$ cat config.mk
export PLATFORM = sky130hd
export DESIGN_NAME = segment_box_slab_test_core
export DESIGN_NICKNAME = d
export VERILOG_FILES = /design/src/hdl/sbst_pkg.sv /design/src/hdl/sbst_prep.sv /design/src/hdl/sbst_cross.sv /design/src/hdl/segment_box_slab_test_core.sv
export VERILOG_INCLUDE_DIRS = /design/src /design/src/hdl
export SDC_FILE = /design/constraint.sdc
export NUM_CORES = 2
export LEC_CHECK = 0
export BUFFER_PORTS_ARGS = -buffer_cell sky130_fd_sc_hd__buf_2
export CAP_MARGIN = 15
export CORE_MARGIN = 5
export CORE_UTILIZATION = 60
export CTS_CLUSTER_SIZE = 16
export DETAILED_ROUTE_END_ITERATION = 8
export GPL_ROUTABILITY_DRIVEN = 0
export GPL_TIMING_DRIVEN = 0
export PLACE_DENSITY = 0.89
export SYNTH_ARGS = -nofsm -noshare
export SYNTH_HDL_FRONTEND = slang
export SYNTH_SLANG_ARGS = --single-unit
$ cat constraint.sdc
create_clock -name clk -period 34.8 [get_ports clk]
set_input_delay 6.96 -clock clk [delete_from_list [all_inputs] [get_ports clk]]
set_output_delay 6.96 -clock clk [all_outputs]
set_load 0.02 [all_outputs]
$ cat src/hdl/segment_box_slab_test_core_defines.svh
// ---------------------------------------------------------------------------
// Segment/box slab test: assertion macros
// Concurrent assertion wrappers shared by the core. Define NO_ASSERTIONS to
// compile them out.
// ---------------------------------------------------------------------------
`ifndef SEGMENT_BOX_SLAB_TEST_CORE_DEFINES_SVH
`define SEGMENT_BOX_SLAB_TEST_CORE_DEFINES_SVH

`ifndef NO_ASSERTIONS
// check that holds only out of reset
`define SBST_ASSERT_ACTIVE(label, clk, rst_n, prop, msg) \
  label: assert property (@(posedge clk) disable iff (!rst_n) prop) else $error(msg);
// check that holds at every edge, reset included
`define SBST_ASSERT_ALWAYS(label, clk, prop, msg) \
  label: assert property (@(posedge clk) prop) else $error(msg);
`else
`define SBST_ASSERT_ACTIVE(label, clk, rst_n, prop, msg)
`define SBST_ASSERT_ALWAYS(label, clk, prop, msg)
`endif

`endif

$ cat src/hdl/sbst_pkg.sv
// ---------------------------------------------------------------------------
// Segment/box slab test package
// Shared constants and the status bundle passed between pipeline parts.
// ---------------------------------------------------------------------------
package sbst_pkg;

  localparam int COORD_BITS_DEF = 16;

  // per-request slab status after the setup stages
  typedef struct packed {
    logic zero_x;   // no motion along x
    logic zero_y;   // no motion along y
    logic slab_ok;  // every zero-motion axis has its start inside the slab
  } sbst_flags_t;

endpackage

$ cat src/hdl/sbst_prep.sv
// ---------------------------------------------------------------------------
// Segment/box slab test: slab setup
// Two stages: slab offsets and deltas, then orientation so every delta is
// non-negative, plus the inside check for axes without motion.
// ---------------------------------------------------------------------------
module sbst_prep #(
  parameter int COORD_BITS = sbst_pkg::COORD_BITS_DEF
) (
  input  logic                         clk,
  input  logic                         rst_n,
  input  logic                         en,
  input  logic                         in_vld,
  input  logic signed [COORD_BITS-1:0] start_x,
  input  logic signed [COORD_BITS-1:0] start_y,
  input  logic signed [COORD_BITS-1:0] end_x,
  input  logic signed [COORD_BITS-1:0] end_y,
  input  logic signed [COORD_BITS-1:0] left,
  input  logic signed [COORD_BITS-1:0] top,
  input  logic        [COORD_BITS-2:0] width,
  input  logic        [COORD_BITS-2:0] height,
  output logic                         out_vld,
  output logic signed [COORD_BITS+2:0] ent [2],
  output logic signed [COORD_BITS+2:0] ext [2],
  output logic signed [COORD_BITS+2:0] dlt [2],
  output sbst_pkg::sbst_flags_t        flags
);

  localparam int AW = COORD_BITS + 3;

  logic signed [AW-1:0] lo_nxt [2];
  logic signed [AW-1:0] hi_nxt [2];
  logic signed [AW-1:0] d_nxt  [2];
  logic signed [AW-1:0] a1_r   [2];
  logic signed [AW-1:0] b1_r   [2];
  logic signed [AW-1:0] d1_r   [2];
  logic                 v1_r;
  logic signed [AW-1:0] a2_nxt [2];
  logic signed [AW-1:0] b2_nxt [2];
  logic signed [AW-1:0] d2_nxt [2];
  logic signed [AW-1:0] a2_r   [2];
  logic signed [AW-1:0] b2_r   [2];
  logic signed [AW-1:0] d2_r   [2];
  logic                 v2_r;
  logic                 zero    [2];
  logic                 in_slab [2];
  sbst_pkg::sbst_flags_t flags_nxt;
  sbst_pkg::sbst_flags_t flags_r;

  // stage 1: offsets of both slab bounds from the start, and the delta
  always_comb begin
    lo_nxt[0] = AW'(left) - AW'(start_x);
    lo_nxt[1] = AW'(top)  - AW'(start_y);
    hi_nxt[0] = AW'(left) + AW'($signed({1'b0, width}))  - AW'(start_x);
    hi_nxt[1] = AW'(top)  + AW'($signed({1'b0, height})) - AW'(start_y);
    d_nxt[0]  = AW'(end_x) - AW'(start_x);
    d_nxt[1]  = AW'(end_y) - AW'(start_y);
  end

  // stage 2: flip axes with negative delta so entry and exit swap
  always_comb begin
    for (int i = 0; i < 2; i++) begin
      zero[i]    = (d1_r[i] == '0);
      in_slab[i] = (a1_r[i] <= 0) && (b1_r[i] >= 0);
      if (d1_r[i] < 0) begin
        a2_nxt[i] = -b1_r[i];
        b2_nxt[i] = -a1_r[i];
        d2_nxt[i] = -d1_r[i];
      end else begin
        a2_nxt[i] = a1_r[i];
        b2_nxt[i] = b1_r[i];
        d2_nxt[i] = d1_r[i];
      end
    end
    flags_nxt.zero_x  = zero[0];
    flags_nxt.zero_y  = zero[1];
    flags_nxt.slab_ok = (!zero[0] || in_slab[0]) && (!zero[1] || in_slab[1]);
  end

  always_ff @(posedge clk) begin
    if (!rst_n) begin
      v1_r <= 1'b0;
      v2_r <= 1'b0;
    end else if (en) begin
      v1_r <= in_vld;
      v2_r <= v1_r;
    end
  end

  always_ff @(posedge clk) begin
    if (en) begin
      a1_r    <= lo_nxt;
      b1_r    <= hi_nxt;
      d1_r    <= d_nxt;
      a2_r    <= a2_nxt;
      b2_r    <= b2_nxt;
      d2_r    <= d2_nxt;
      flags_r <= flags_nxt;
    end
  end

  assign out_vld = v2_r;
  assign ent     = a2_r;
  assign ext     = b2_r;
  assign dlt     = d2_r;
  assign flags   = flags_r;

endmodule

$ cat src/hdl/sbst_cross.sv
// ---------------------------------------------------------------------------
// Segment/box slab test: interval check
// Stage 3 forms the cross products between the two axes and the checks
// against [0,1]; stage 4 compares the products and holds the result.
// ---------------------------------------------------------------------------
module sbst_cross #(
  parameter int COORD_BITS = sbst_pkg::COORD_BITS_DEF
) (
  input  logic                         clk,
  input  logic                         rst_n,
  input  logic                         en,
  input  logic                         in_vld,
  input  logic signed [COORD_BITS+2:0] ent [2],
  input  logic signed [COORD_BITS+2:0] ext [2],
  input  logic signed [COORD_BITS+2:0] dlt [2],
  input  sbst_pkg::sbst_flags_t        flags,
  output logic                         out_vld,
  output logic                         hit
);

  localparam int AW = COORD_BITS + 3;
  localparam int PW = 2 * AW;

  logic                 axis_ok [2];
  logic                 zero    [2];
  logic signed [PW-1:0] p_nxt   [4];
  logic signed [PW-1:0] p_r     [4];
  logic                 simple_ok_nxt;
  logic                 simple_ok_r;
  logic                 both_r;
  logic                 v3_r;
  logic                 hit_nxt;
  logic                 hit_r;
  logic                 v4_r;

  always_comb begin
    zero[0] = flags.zero_x;
    zero[1] = flags.zero_y;
    for (int i = 0; i < 2; i++) begin
      // entry at or below 1, exit at or above 0, entry not past exit
      axis_ok[i] = zero[i] ||
                   ((ext[i] >= 0) && (ent[i] <= dlt[i]) && (ent[i] <= ext[i]));
    end
    simple_ok_nxt = flags.slab_ok && axis_ok[0] && axis_ok[1];
    // entry of one axis against exit of the other, cross multiplied
    p_nxt[0] = PW'(ent[0]) * PW'(dlt[1]);
    p_nxt[1] = PW'(ext[1]) * PW'(dlt[0]);
    p_nxt[2] = PW'(ent[1]) * PW'(dlt[0]);
    p_nxt[3] = PW'(ext[0]) * PW'(dlt[1]);
  end

  always_comb begin
    hit_nxt = simple_ok_r && (!both_r || ((p_r[0] <= p_r[1]) && (p_r[2] <= p_r[3])));
  end

  always_ff @(posedge clk) begin
    if (!rst_n) begin
      v3_r <= 1'b0;
      v4_r <= 1'b0;
    end else if (en) begin
      v3_r <= in_vld;
      v4_r <= v3_r;
    end
  end

  always_ff @(posedge clk) begin
    if (en) begin
      p_r         <= p_nxt;
      simple_ok_r <= simple_ok_nxt;
      both_r      <= !flags.zero_x && !flags.zero_y;
      hit_r       <= hit_nxt;
    end
  end

  assign out_vld = v4_r;
  assign hit     = hit_r;

endmodule

$ cat src/hdl/segment_box_slab_test_core.sv
// A request passes four register stages (slab offsets, orientation, cross
// products, compare/output) in order. The stages advance together and take
// 1 request per cycle while the result side is not stalled.
// A stall on the result side freezes all stages; nothing is dropped.
// Reset (rst_n low, synchronous) clears every stage valid bit; data is not reset.
// ---------------------------------------------------------------------------
// Segment versus axis-aligned box intersection, slab test
// Exact integer slab test: parameter interval narrowed per axis, compared by
// cross multiplication.
// ---------------------------------------------------------------------------
`include "segment_box_slab_test_core_defines.svh"

module segment_box_slab_test_core #(
  parameter int COORD_BITS = sbst_pkg::COORD_BITS_DEF
) (
  input  logic                         clk,
  input  logic                         rst_n,
  input  logic                         in_valid,
  output logic                         in_ready,
  input  logic signed [COORD_BITS-1:0] in_seg_start_x,
  input  logic signed [COORD_BITS-1:0] in_seg_start_y,
  input  logic signed [COORD_BITS-1:0] in_seg_end_x,
  input  logic signed [COORD_BITS-1:0] in_seg_end_y,
  input  logic signed [COORD_BITS-1:0] in_box_left,
  input  logic signed [COORD_BITS-1:0] in_box_top,
  input  logic        [COORD_BITS-2:0] in_box_width,
  input  logic        [COORD_BITS-2:0] in_box_height,
  output logic                         out_valid,
  input  logic                         out_ready,
  output logic                         out_hit
);

  logic                         en;
  logic                         prep_vld;
  logic signed [COORD_BITS+2:0] ent [2];
  logic signed [COORD_BITS+2:0] ext [2];
  logic signed [COORD_BITS+2:0] dlt [2];
  sbst_pkg::sbst_flags_t        flags;

  // advance the whole pipe unless a finished result is held
  assign en       = !out_valid || out_ready;
  assign in_ready = en;

  sbst_prep #(
    .COORD_BITS (COORD_BITS)
  ) u_prep (
    .clk     (clk),
    .rst_n   (rst_n),
    .en      (en),
    .in_vld  (in_valid),
    .start_x (in_seg_start_x),
    .start_y (in_seg_start_y),
    .end_x   (in_seg_end_x),
    .end_y   (in_seg_end_y),
    .left    (in_box_left),
    .top     (in_box_top),
    .width   (in_box_width),
    .height  (in_box_height),
    .out_vld (prep_vld),
    .ent     (ent),
    .ext     (ext),
    .dlt     (dlt),
    .flags   (flags)
  );

  sbst_cross #(
    .COORD_BITS (COORD_BITS)
  ) u_cross (
    .clk     (clk),
    .rst_n   (rst_n),
    .en      (en),
    .in_vld  (prep_vld),
    .ent     (ent),
    .ext     (ext),
    .dlt     (dlt),
    .flags   (flags),
    .out_vld (out_valid),
    .hit     (out_hit)
  );

  `SBST_ASSERT_ACTIVE(a_stall_freezes, clk, rst_n, !in_ready |=> $stable(prep_vld) && out_valid, "pipe moved during stall")
  `SBST_ASSERT_ACTIVE(a_empty_takes, clk, rst_n, !out_valid |-> in_ready, "request refused with empty output")
  `SBST_ASSERT_ALWAYS(a_reset_clears, clk, !$past(rst_n) |-> !out_valid && !prep_vld, "valid survived reset")
  `SBST_ASSERT_ACTIVE(a_dlt_positive, clk, rst_n, prep_vld && !flags.zero_x |-> dlt[0] > 0, "x delta not oriented")

endmodule

==> results by group <==
Status
  • Status: complete, but fails checks
  • Failing checks: design-rule violations

Place
  • PortBufs: approximately 130
  • DP HPWL: roughly 190,000 um
  • Placed cells: just under 10,000
  • DP Area: ~0.079 mm^2

STA
  • Max Slew Vio Count: 0
  • Fmax: approximately 63 MHz
  • Worst Max-Slew Pin Slew: roughly 1400 ps
  • Fin crit period: between 15,000 and 20,000 ps
  • Setup_tns: 0 ps
  • Headroom to the max-slew limit: 0.0380
  • Skew final: ~63 ps
  • # setup viols final: 0
  • Final worst-path cycle share: 0.454
  • Final hold violation count: 0
  • Tightest hold margin: approximately 480 ps
  • RSZ-0062 raised after global routing: no

Final layout
  • FF+latch area: 0.0114 mm^2
  • Fraction of layout cells with a size suffix above 1: 0.0408
  • Layout area overhead: 5.76%
  • Post-Layout Cell Count: 9,802
  • Finished Cell Area: a little over 0.08 mm^2
  • # nets final: roughly 10,000
  • Area of the multi-input gates: 0.0571 mm^2
  • Fill count: a little under 9,000

Clocking
  • Root buf cell: clkbuf_16
  • CTS tree: built
  • # H-tree levels: 2
  • Post-CTS resize count: 0
  • Clock-pin slew on the worst setup and hold paths: around 60 ps
  • Longest Clk Path Bufs: 3
  • Clock sink count: between 300 and 400
  • Latest clock arrival within the worst-skew pair: around 670 ps
  • Setup bufs post-CTS: 0
  • CTS Buf Count: between 40 and 50
  • Cts hold-fix bufs: 0

Floorplan
  • Die H: 367 um
  • Starting density of the core: 0.606
  • Die Wd: about 370 um
  • Num ports: 133
  • Core box area: approximately 0.13 mm^2
  • FP Rows: 130
  • Die ar.: ~0.13 mm^2

Global route
  • First-pass GRT wire length: 366,000 um
  • Gr ovfl total: 0
  • Initial antenna violation count: 21
  • Pin count of the biggest net entering global routing: 74
  • Total GRT Usage: 0.353
  • Number of global-route vias before repair: around 66,000

Setup path
  • Endpoint class of the critical path: output pin
  • Critical-path cell list: buf_2 -> nand2b_1 -> clkbuf_4 -> buf_16 -> buf_16 -> buf_2
  • Critical Path RT: approximately 28,000 ps
  • CP max FO: between 70 and 80
  • Setup crit start kind: input port
  • Crit path kind: in -> out
  • CP delay by family, top: buffers and inverters
  • Worst Path Buf+Inv: 5
  • CP max-delay cell: clkbuf_4
  • CP max stage delay: around 630 ps
  • Reg2Reg Setup Slack: about 25,000 ps
  • Crit path DAT: 8830 ps

Routing
  • Final ANT Viol Nets: 0
  • Via density: ~6.2
  • 1st-iter DRT viols: around 7,800
  • WL final: 236,000 um
  • Via count: a little over 60,000
  • DRC: around 200
  • Initial DRT Pass Iterations: 9
  • Wire per inst: 24.1 um

Synth
  • Asr flop ratio synth: 0
  • Syn Std Cell Area: 0.0763 mm^2
  • Mapped Cells: 7,913
  • Synth area leader: fa_1
  • Register bit total from synthesis: between 300 and 400
  • Seq/Total Area, Yosys: 0.149
  • Synth top area cells: fa_1 (40%), edfxtp_1 (15%), ha_1 (12%), inv_1 (8.9%), nand2_1 (3.8%)
  • Synth top cells by count: inv_1 (1,804), fa_1 (1,510), nand2_1 (769), ha_1 (714), nor2_1 (589)
  • Yosys top cell area share: 0.396
  • Post-Syn Area per Cell: 9.65 um^2
  • Main synth FF type: edfxtp_1
  • EDFF count, synth: around 380
  • Yosys synthesis warning count: 0
  • Most frequent cell after synthesis: inv_1
  • Synth unique cells: 92

Worst hold path
  • Min-delay worst type: reg -> reg

Job
  • Max-Cap Viols: 0
==> cell families after synthesis <==
group / synth area share
multiplexers: 0.00856
AND/OR/NAND/NOR: 0.133
AO/OA/AOI/OAI: 0.0600
flip-flops: 0.149
buffers and inverters: 0.103
other: 0.0000491
XOR/XNOR: 0.0334
adder cells (fa/ha/maj): 0.513
==> final cells by class <==
class	instances	area share
Timing Repair Buffer	140	0.0103
Buffer	255	0.0119
Sequential cell	380	0.141
Tap cell	1650	0.0256
Antenna cell	16	0.000496
Clock buffer	50	0.0142
Inverter	1831	0.0851
Clock inverter	30	0.00369
Multi-Input combinational cell	5450	0.708
==> flip-flops by register name, summed over array words and instances, names as in the netlist <==
name and flops:
u_prep.out_vld 1, u_prep.a1_r 34, u_prep.ent 38, u_prep.v1_r 1, u_prep.dlt 38, u_prep.ext 38
u_cross.simple_ok_r 1, u_cross.hit 1, u_cross.out_vld 1, u_cross.both_r 1, u_cross.p_r 152, u_cross.v3_r 1
u_prep.b1_r 36, u_prep.d1_r 34, u_prep.flags 3
==> per-stage QoR <==
step | util | worst slack [ps]
6_report | 0.640 | 19010
5_1_grt | 0.640 | 18890
4_1_cts | 0.640 | 19010
3_5_place_dp | 0.628 | 19020
3_3_place_gp | 0.627 | 4750
2_1_floorplan | - | 10330
==> cells in the final DEF, fill, tap and decap left out, drive strengths merged, types with 8 or more instances in the layout <==
cell type	synthesis	final
and3	32	32
nand2b	45	45
a31o	10	10
a21oi	179	179
nor2	589	589
and2	403	403
o211ai	19	19
or4	10	10
edfxtp	376	376
a221oi	9	9
a21boi	21	21
mux2	50	50
ha	714	714
nand2	769	769
diode	0	16
mux2i	9	9
nor4	16	16
nand4	34	34
xnor2	216	216
xor2	75	75
fa	1510	1510
a21o	100	100
or3	39	39
or2	15	15
o21a	43	43
nor3	83	83
a2111oi	8	8
o21bai	15	15
o21ai	157	157
o31ai	28	28
a31oi	17	17
nand3	65	65
buf	24	162
clkbuf	231	283
a211oi	27	27
inv	1816	1824
clkinv	15	29
nor2b	51	51
==> layer usage <==
metal / wire [um] / GRT usage / vias up
met5: 299 / 0 / -
met4: 24200 / 0.271 / 26
met3: 37900 / 0.169 / 1752
met2: 101000 / 0.529 / 5153
met1: 72700 / 0.388 / 29247
li1: - / - / 24690
==> worst paths after layout <==
kind | startpoint | endpoint | cells after the start
max | out_ready | in_ready | 6
min reg2reg | u_cross.v3_r | u_cross.out_vld | 2
max reg2reg | u_prep.dlt[5] | u_cross.p_r[36] | 20
min | u_cross.v3_r | u_cross.out_vld | 2
==> worst reg2reg max path: cells and delay by family, from the launching register on <==
| family | cells | cell delay, ps |
|---|---|---|
| AOI/OAI and AO/OA | 4 | 2240 |
| adders and majority gates | 8 | 3890 |
| buffers and inverters | 6 | 1750 |
| DFF | 1 | 700 |
| and+or+nand+nor | 2 | 560 |
Power is not shown: default switching activity piles up to over one toggle a cycle in this logic, so the estimate is an artifact.
